**src/hw/rtl/mbct_pkg.sv**
```systemverilog
`default_nettype none

package mbct_pkg;

    localparam int NUM_BUTTONS = 3;
    localparam int COORD_BITS  = 12;
    localparam int TIME_W      = 32;
    localparam int FLAG_W      = 4 * NUM_BUTTONS;
    localparam int RECT_W      = 4 * COORD_BITS;
    localparam int IN_W        = 64;
    localparam int OUT_W       = 160;
    localparam int CFG_IDX_W   = 2;
    localparam int CFG_DATA_W  = 32;

    localparam logic [CFG_IDX_W-1:0] CFG_DBL_MS = 2'd0;
    localparam logic [CFG_IDX_W-1:0] CFG_WIDTH  = 2'd1;
    localparam logic [CFG_IDX_W-1:0] CFG_HEIGHT = 2'd2;

    localparam logic [TIME_W-1:0]     RST_DBL_MS = 32'd500;
    localparam logic [COORD_BITS-1:0] RST_WIDTH  = 12'd1024;
    localparam logic [COORD_BITS-1:0] RST_HEIGHT = 12'd768;

    typedef struct packed {
        logic [IN_W-TIME_W-NUM_BUTTONS-2*COORD_BITS-2:0] pad;
        logic [TIME_W-1:0]       time_ms;
        logic [NUM_BUTTONS-1:0]  buttons_now;
        logic [COORD_BITS-1:0]   pointer_y;
        logic [COORD_BITS-1:0]   pointer_x;
        logic                    window_active;
    } t_tick;

    typedef struct packed {
        logic [COORD_BITS-1:0] end_y;
        logic [COORD_BITS-1:0] end_x;
        logic [COORD_BITS-1:0] start_y;
        logic [COORD_BITS-1:0] start_x;
    } t_rect;

endpackage

`default_nettype wire

```
**src/hw/rtl/mouse_button_click_tracker_core.sv**
```systemverilog
// Mouse button click tracker. One tick beat is taken per clock cycle while the result side takes
// beats, and each tick gives exactly one result beat: the tick is registered, the edge, double-click
// and drag-rectangle logic is combinational, and the result is registered. While the
// result beat is stalled, one further tick is held in the input register before the slave
// side stops taking beats. Configuration writes are taken in any cycle and should only be
// made while no tick is in flight.
`default_nettype none

module mouse_button_click_tracker_core
    import mbct_pkg::*;
(
    input  wire                   i_clk,
    input  wire                   i_rst_n,
    input  wire                   i_cfg_valid,
    output logic                  o_cfg_ready,
    input  wire  [CFG_IDX_W-1:0]  i_cfg_index,
    input  wire  [CFG_DATA_W-1:0] i_cfg_data,
    input  wire                   i_s_axis_tvalid,
    output logic                  o_s_axis_tready,
    // window_active, pointer_x, pointer_y, buttons_now, time_ms, zero pad
    input  wire  [IN_W-1:0]       i_s_axis_tdata,
    output logic                  o_m_axis_tvalid,
    input  wire                   i_m_axis_tready,
    // button_flags, left_drag_rect, middle_drag_rect, right_drag_rect, zero pad
    output logic [OUT_W-1:0]      o_m_axis_tdata
);

    logic [TIME_W-1:0]     r_dbl_ms;
    logic [COORD_BITS-1:0] r_width;
    logic [COORD_BITS-1:0] r_height;

    logic  r_in_valid;
    t_tick r_in;
    logic  r_out_valid;
    logic [OUT_W-1:0] r_out;

    logic [FLAG_W-1:0] r_flag;
    logic [TIME_W-1:0] r_last [NUM_BUTTONS];
    t_rect             r_rect [NUM_BUTTONS];

    logic [FLAG_W-1:0] n_flag;
    logic [TIME_W-1:0] n_last [NUM_BUTTONS];
    t_rect             n_rect [NUM_BUTTONS];

    logic                   advance;
    logic                   take;
    logic                   in_area;
    logic [NUM_BUTTONS-1:0] old_held;
    logic [NUM_BUTTONS-1:0] press;
    logic [NUM_BUTTONS-1:0] release_e;
    logic [NUM_BUTTONS-1:0] dbl;
    logic [TIME_W-1:0]      limit [NUM_BUTTONS];

    assign o_cfg_ready     = 1'b1;
    assign advance         = !r_out_valid || i_m_axis_tready;
    assign o_s_axis_tready = !r_in_valid || advance;
    assign take            = r_in_valid && advance;
    assign o_m_axis_tvalid = r_out_valid;
    assign o_m_axis_tdata  = r_out;

    // Signed coordinates: a set sign bit is outside, otherwise compare the magnitude.
    assign in_area = !r_in.pointer_x[COORD_BITS-1] && !r_in.pointer_y[COORD_BITS-1] &&
                     ({1'b0, r_in.pointer_x[COORD_BITS-2:0]} < r_width) &&
                     ({1'b0, r_in.pointer_y[COORD_BITS-2:0]} < r_height);

    assign old_held  = r_flag[NUM_BUTTONS-1:0];
    assign press     = r_in.buttons_now & ~old_held;
    assign release_e = old_held & ~r_in.buttons_now;

    always_comb begin
        n_flag = r_flag;
        for (int b = 0; b < NUM_BUTTONS; b++) begin
            limit[b]  = r_last[b] + r_dbl_ms;
            dbl[b]    = release_e[b] && (r_in.time_ms < limit[b]);
            n_last[b] = r_last[b];
            n_rect[b] = r_rect[b];
        end
        if (r_in.window_active && in_area) begin
            n_flag = {dbl, release_e, press, r_in.buttons_now};
            for (int b = 0; b < NUM_BUTTONS; b++) begin
                if (release_e[b]) begin
                    n_last[b] = r_in.time_ms;
                end
                if (r_in.buttons_now[b]) begin
                    n_rect[b].end_x = r_in.pointer_x;
                    n_rect[b].end_y = r_in.pointer_y;
                end
                if (press[b]) begin
                    n_rect[b].start_x = r_in.pointer_x;
                    n_rect[b].start_y = r_in.pointer_y;
                end
            end
        end
    end

    always_ff @(posedge i_clk) begin
        if (!i_rst_n) begin
            r_dbl_ms <= RST_DBL_MS;
            r_width  <= RST_WIDTH;
            r_height <= RST_HEIGHT;
        end else if (i_cfg_valid) begin
            unique case (i_cfg_index)
                CFG_DBL_MS: r_dbl_ms <= i_cfg_data;
                CFG_WIDTH:  r_width  <= i_cfg_data[COORD_BITS-1:0];
                CFG_HEIGHT: r_height <= i_cfg_data[COORD_BITS-1:0];
                default: begin
                end
            endcase
        end
    end

    always_ff @(posedge i_clk) begin
        if (!i_rst_n) begin
            r_in_valid  <= 1'b0;
            r_out_valid <= 1'b0;
            r_flag      <= '0;
            for (int b = 0; b < NUM_BUTTONS; b++) begin
                r_last[b] <= '0;
                r_rect[b] <= '0;
            end
        end else begin
            if (o_s_axis_tready) begin
                r_in_valid <= i_s_axis_tvalid;
            end
            if (advance) begin
                r_out_valid <= r_in_valid;
            end
            if (take) begin
                r_flag <= n_flag;
                for (int b = 0; b < NUM_BUTTONS; b++) begin
                    r_last[b] <= n_last[b];
                    r_rect[b] <= n_rect[b];
                end
            end
        end
    end

    always_ff @(posedge i_clk) begin
        if (o_s_axis_tready && i_s_axis_tvalid) begin
            r_in <= t_tick'(i_s_axis_tdata);
        end
        if (take) begin
            r_out <= {(OUT_W - FLAG_W - NUM_BUTTONS * RECT_W)'(0),
                      n_rect[2], n_rect[1], n_rect[0], n_flag};
        end
    end

endmodule

`default_nettype wire

```
**config.mk**
```make
export PLATFORM = sky130hd
export DESIGN_NAME = mouse_button_click_tracker_core
export DESIGN_NICKNAME = d
export VERILOG_FILES = /design/src/hw/rtl/mbct_pkg.sv /design/src/hw/rtl/mouse_button_click_tracker_core.sv
export SDC_FILE = /design/constraint.sdc
export NUM_CORES = 1
export LEC_CHECK = 0
export BUFFER_PORTS_ARGS = -buffer_cell sky130_fd_sc_hd__buf_2
export CAP_MARGIN = 20
export CORE_UTILIZATION = 60
export DETAILED_ROUTE_END_ITERATION = 6
export PLACE_DENSITY = 0.89
export SLEW_MARGIN = 10
export SYNTH_ARGS = -nofsm -noshare
export SYNTH_HDL_FRONTEND = slang
export SYNTH_SLANG_ARGS = --single-unit
```
**constraint.sdc**
```tcl
create_clock -name i_clk -period 8.3 [get_ports i_clk]
set_clock_uncertainty 0.05 [all_clocks]
set_input_delay 2.075 -clock i_clk [delete_from_list [all_inputs] [get_ports i_clk]]
set_output_delay 2.075 -clock i_clk [all_outputs]
set_load 0.02 [all_outputs]
```
; ---- After elaboration in Yosys (flattened, before gate mapping)
; Memories as Yosys holds them, arrays and structs flattened.
; Index checks and enable logic that the tools add are counted.
[totals]
ff_bits = 286
mem_bits_rw = 240
input_bits = 103
out_inout_bits = 163
wordCells = 75
mem_count = 2
[op_classes]
add_sub_neg = 3
n_lt_le_gt_ge = 5
n_eq_ne = 2
muxes = 22
bitwise = 10
reduce_logical = 19
[memory_table]
columns = name, depth, word_bits, read_ports, rd_ports_with_merged_regs, wr, line_no
row1 = r_rect, 3, 48, 3, 0, 3, mouse_button_click_tracker_core.sv:39  ; t_rect r_rect [NUM_BUTTONS];
row2 = r_last, 3, 32, 3, 0, 3, mouse_button_click_tracker_core.sv:38  ; logic [TIME_W-1:0] r_last [NUM_BUTTONS];
[op_table]
columns = cell, n
row1 = 32-bit 2-to-1 mux, 6
row2 = 144-bit 2-to-1 mux, 1
row3 = 24-bit 2-to-1 mux, 6
row4 = 48-bit 2-to-1 mux, 3
row5 = 32-bit adder, 3
row6 = 32-bit < comparator, 3
row7 = 96-bit 2-to-1 mux, 1
row8 = 11-bit by 12-bit < comparator with 1-bit output, 2
row9 = 12-bit 2-to-1 mux, 1
row10 = 1-bit logical AND, 9
row11 = 3-bit AND, 2
row12 = 3-bit inverter, 2
row13 = 1-bit OR, 6
row14 = 2-bit AND reduction, 3
row15 = 1-bit logical NOT, 4
row16 = 1-bit 2-to-1 mux, 4
row17 = 2-bit by 1-bit equality test with 1-bit output (second input constant), 1
row18 = 2-bit equality test (second input constant), 1
row19 = 2-bit logical NOT, 1
row20 = 1-bit logical OR, 2

; ---- Depth between registers and ports, before layout
[depth]
depth_word = 7
mapped_depth = 20
depth_no_buf = 20

; ---- Least setup slack after synthesis
; OpenSTA, ideal clock, no wires.
[synth_path]
kind = input-to-reg
start = input i_m_axis_tready
end = memory r_last[0][24], data pin
setup_time_ns = 0.171
arrival_time_ns = 7.506
slack_ns = 0.573
cell_stages = 5
cell_sequence = nor2b_1 -> nor2b_1 -> clkbuf_1 -> clkbuf_1 -> and3_1
[synth_lines]
columns = element, line_no
row1 = "start, declared", mouse_button_click_tracker_core.sv:23  ; input wire i_m_axis_tready,
row2 = "end, declared", mouse_button_click_tracker_core.sv:38

; ---- Worst setup path after layout
[layout_path]
start = register r_dbl_ms[1]
end = register r_out[10], in the netlist o_m_axis_tdata[10], data pin
[layout_via]
elab_chain_cells = 4
[layout_rtl]
columns = element, line_no
row1 = "start, declared", mouse_button_click_tracker_core.sv:28  ; logic [TIME_W-1:0] r_dbl_ms;
row2 = "start signal, assigned", mouse_button_click_tracker_core.sv:103  ; CFG_DBL_MS: r_dbl_ms <= i_cfg_data;
row3 = 32-bit adder, mouse_button_click_tracker_core.sv:73  ; limit[b] = r_last[b] + r_dbl_ms;
row4 = 32-bit < comparator, mouse_button_click_tracker_core.sv:74  ; dbl[b] = release_e[b] && (r_in.time_ms < limit[b]);
row5 = 1-bit logical AND, mouse_button_click_tracker_core.sv:74
row6 = 12-bit 2-to-1 mux, mouse_button_click_tracker_core.sv:78  ; if (r_in.window_active && in_area) begin
row7 = net n_flag[10], mouse_button_click_tracker_core.sv:41  ; logic [FLAG_W-1:0] n_flag;
row8 = "end signal, assigned", mouse_button_click_tracker_core.sv:143  ; r_out <= {(OUT_W - FLAG_W - NUM_BUTTONS * RECT_W)'(0),
row9 = "end, declared", mouse_button_click_tracker_core.sv:35  ; logic [OUT_W-1:0] r_out;
; The timed path passes the listed nets, and every way through them passes these cells.
; A chain may end at the register's enable or synchronous reset.

==> flow_summary.yaml <==
power_and_ir_drop:
  comb_power_share: 0.119
  total_power_mw: 6.37
  p_sw_frac: 0.254
  p_leak_nw: 12.8
  cell_internal_pwr_mw: 4.75
  p_switching_mw: 1.62
  power_frac_clock: 0.392
  vdd_drop_max_v: 0.000206
  power_density_nw_per_um2: 207
  seqPwrFrac: 0.489
grt:
  grt-ovfl-total: 0
  grt_start_max_net_pins: 80
  grtUsageTotal: 0.314
  grt_pass1_wl_microns: 111000
  antenna_found_initial: 12
  grt_pass1_vias: 19000
clocking:
  clk_latency_ns: 0.64
  hold_buffers: 0
  cts_root_buf: "clkbuf_16"
  cts_tree: "yes"
  cts_made_buffers: 53
  clk_pin_slew_ns: 0.06
  clockBufferDepth: 3
  cts_setup_buffers: 0
  cts_max_level: 2
  cts_resized: 0
  cts.sinks: 526
logic_synthesis:
  yosysWarnings: 0
  syn_avg_cell_area_sq_um: 12.7
  yosysSeqAreaShare: 0.559
  synthFlopType: "edfxtp_1"
  synth.area.top_cells: "edfxtp_1 (51%), ha_1 (9.5%), dfxtp_1 (5.2%)"
  yosysTopAreaCellShare: 0.507
  syn_inst: 2131
  ys_ff_latch: 526
  syn-cell-area_sq_um: 27000
  synthArstFlopShare: 0
  synth_edf_count: 456
  synth_cell_types: 72
  synth_top_area_cell: "edfxtp_1"
setup_path:
  arrival_ns: 5.60
  reg2reg_from: "r_dbl_ms[1]"
  critPathMaxFanout: 5
  critPathRequiredTime_ns: 8.68
  crit_start: "r_dbl_ms[1]"
  startpoint_type: "register"
  cp-end-kind: "register"
  critPathKind: "reg2reg"
drt:
  drt_pass1_iterations: 5
  routed_wl_microns: 72600
  vias: 19000
  detail_route.wl_per_cell_microns: 24.0
  drc: 0
  drt_iter0_drc: 1830
  ant_nets: 0
  detail_route.vias_per_cell: 6.31
timing:
  fmax_mhz: 191
  fin_crit_sh: 0.629
  tns_ns: 0
  slew_headroom: 0.258
  slew_violations: 0
  finalSetupViolations: 0
  finalHoldViolations: 0
  worst_pin_slew_ns: 1.11
  period_minus_slack_ns: 5.22
  rsz0062_at_grt: "false"
job:
  drv_cap: 0
placement:
  gp_congestion: 1.00
  portBuffers: 256
  dpl.hpwl_microns: 48300
floorplan:
  core_sq_um: 44300
  ios: 266
  die_h_microns: 214
  die_w_microns: 214
  std_cell_rows: 77
  die_area_sq_um: 45900
  initial_core_util: 0.610
final_layout:
  n_fill_cell: 2911
  multiInputGateArea_sq_um: 11400
  final_common_cell: "edfxtp_1"
  area_growth_pct: 13.5
  nets: 2690
  drive_gt1_frac: 0.215
  final_cell_mix: "edfxtp_1 (456), buf_2 (256), ha_1 (206)"
  regArea_sq_um: 15100
hold_path:
  min-delay-start: "r_width[7]"
  hp-class: "reg2reg"
status:
  status: "finished, final reports clean"
## worst paths after layout
kind	endpoint	slack, ns	cells past startpoint
max	o_m_axis_tdata[10]	3.08	17
min	r_width[7]	0.42	2
max reg2reg	o_m_axis_tdata[10]	3.08	17
min reg2reg	r_width[7]	0.42	2
## synthesized netlist by cell type (5+ instances only)
library cell,count
o21a_1,14
a211oi_1,15
buf_4,5
inv_1,47
clkbuf_1,62
nor2b_1,30
a41oi_1,5
nand2_1,182
buf_2,9
o2111ai_1,6
mux2_2,89
nand2b_1,21
ha_1,206
nor3_1,10
xor2_1,46
nand4_1,33
and3_1,47
a211o_1,6
mux2_4,48
o21ai_0,60
nand3_1,25
edfxtp_1,456
a21o_1,96
o21bai_1,12
nor4_1,5
a2111oi_0,5
a21boi_0,52
a21oi_1,114
nor2_1,44
xnor2_1,41
and4_1,5
nand3b_1,6
or2_2,6
a31oi_1,12
o211ai_1,11
dfxtp_1,70
o31ai_1,5
and2_1,153
buf_6,6
## layer usage
layer,vias up,GRT usage,share of wire
met3,226,0.0759,0.089
met5,-,0,0.0014
met1,9379,0.382,0.38
met4,18,0.145,0.047
li1,8465,-,-
met2,961,0.527,0.49
## worst max-delay path, stage by stage (launching register included)
cell and delay (ns):
dfxtp_1 0.43, inv_1 0.17, fa_1 0.49, nor2b_1 0.16, o31a_1 0.24, o311a_1 0.28, nor2_1 0.10, o21a_1 0.26
o31ai_1 0.72, a21boi_0 0.23, xor2_1 0.20, ha_1 0.30, a21o_1 0.16, a21oi_1 0.21, nor2_1 0.06, a2111oi_0 0.69
nand2_1 0.11, o21ai_0 0.16
## per-stage QoR
step | area [sq um] | hold WS, ns | util | setup slack [ns] | instances
after floorplan | 27000 | 0.393 | - | 0.573 | 2134
after global placement | 28800 | 0.404 | 0.651 | 3.13 | 2914
after detailed placement | 28900 | 0.411 | 0.651 | 3.23 | 2915
after CTS | 30700 | 0.420 | 0.692 | 3.16 | 3015
after global routing | 30700 | 0.439 | 0.692 | 2.87 | 3017
final | 30700 | 0.422 | 0.692 | 3.08 | 3020
## cells by family (layout without fill, tap and decap cells)
logic type / Yosys count / in the layout / share of synthesized area
other: 2 / 10 / 0.000278
multiplexers: 141 / 141 / 0.0652
AND/OR/NAND/NOR: 583 / 583 / 0.114
XOR/XNOR: 87 / 87 / 0.0282
AO/OA/AOI/OAI: 451 / 451 / 0.115
buffers and inverters: 132 / 421 / 0.0211
flip-flops: 526 / 526 / 0.559
adder cells (fa/ha/maj): 209 / 209 / 0.0976
## registers in the layout, indices dropped and copies added (netlist names)
register,cells
r_in_valid,1
r_width,12
o_m_axis_tdata,156
r_flag,12
r_rect,144
r_dbl_ms,32
r_in,60
r_height,12
o_m_axis_tvalid,1
r_last,96
## power groups by stage
stage | clock, mW | combinational (mW) | sequential, mW
2_1_floorplan | 0 | 0.469 | 3.19
3_3_place_gp | 0 | 0.692 | 3.16
3_5_place_dp | 0 | 0.731 | 3.16
4_1_cts | 2.51 | 0.747 | 3.11
5_1_grt | 2.60 | 0.821 | 3.12
6_report | 2.49 | 0.757 | 3.11
## final cells by class
class	instances	share of cell area
multi-input cells	1476	0.372
clock buffers	72	0.0482
repair buffers	274	0.0468
flip-flops and latches	526	0.492
diodes	5	0.000408
well taps	592	0.0241
clock inverters	28	0.0107
inverters	47	0.00575
Note: power is estimated with default switching activity, not from simulation.
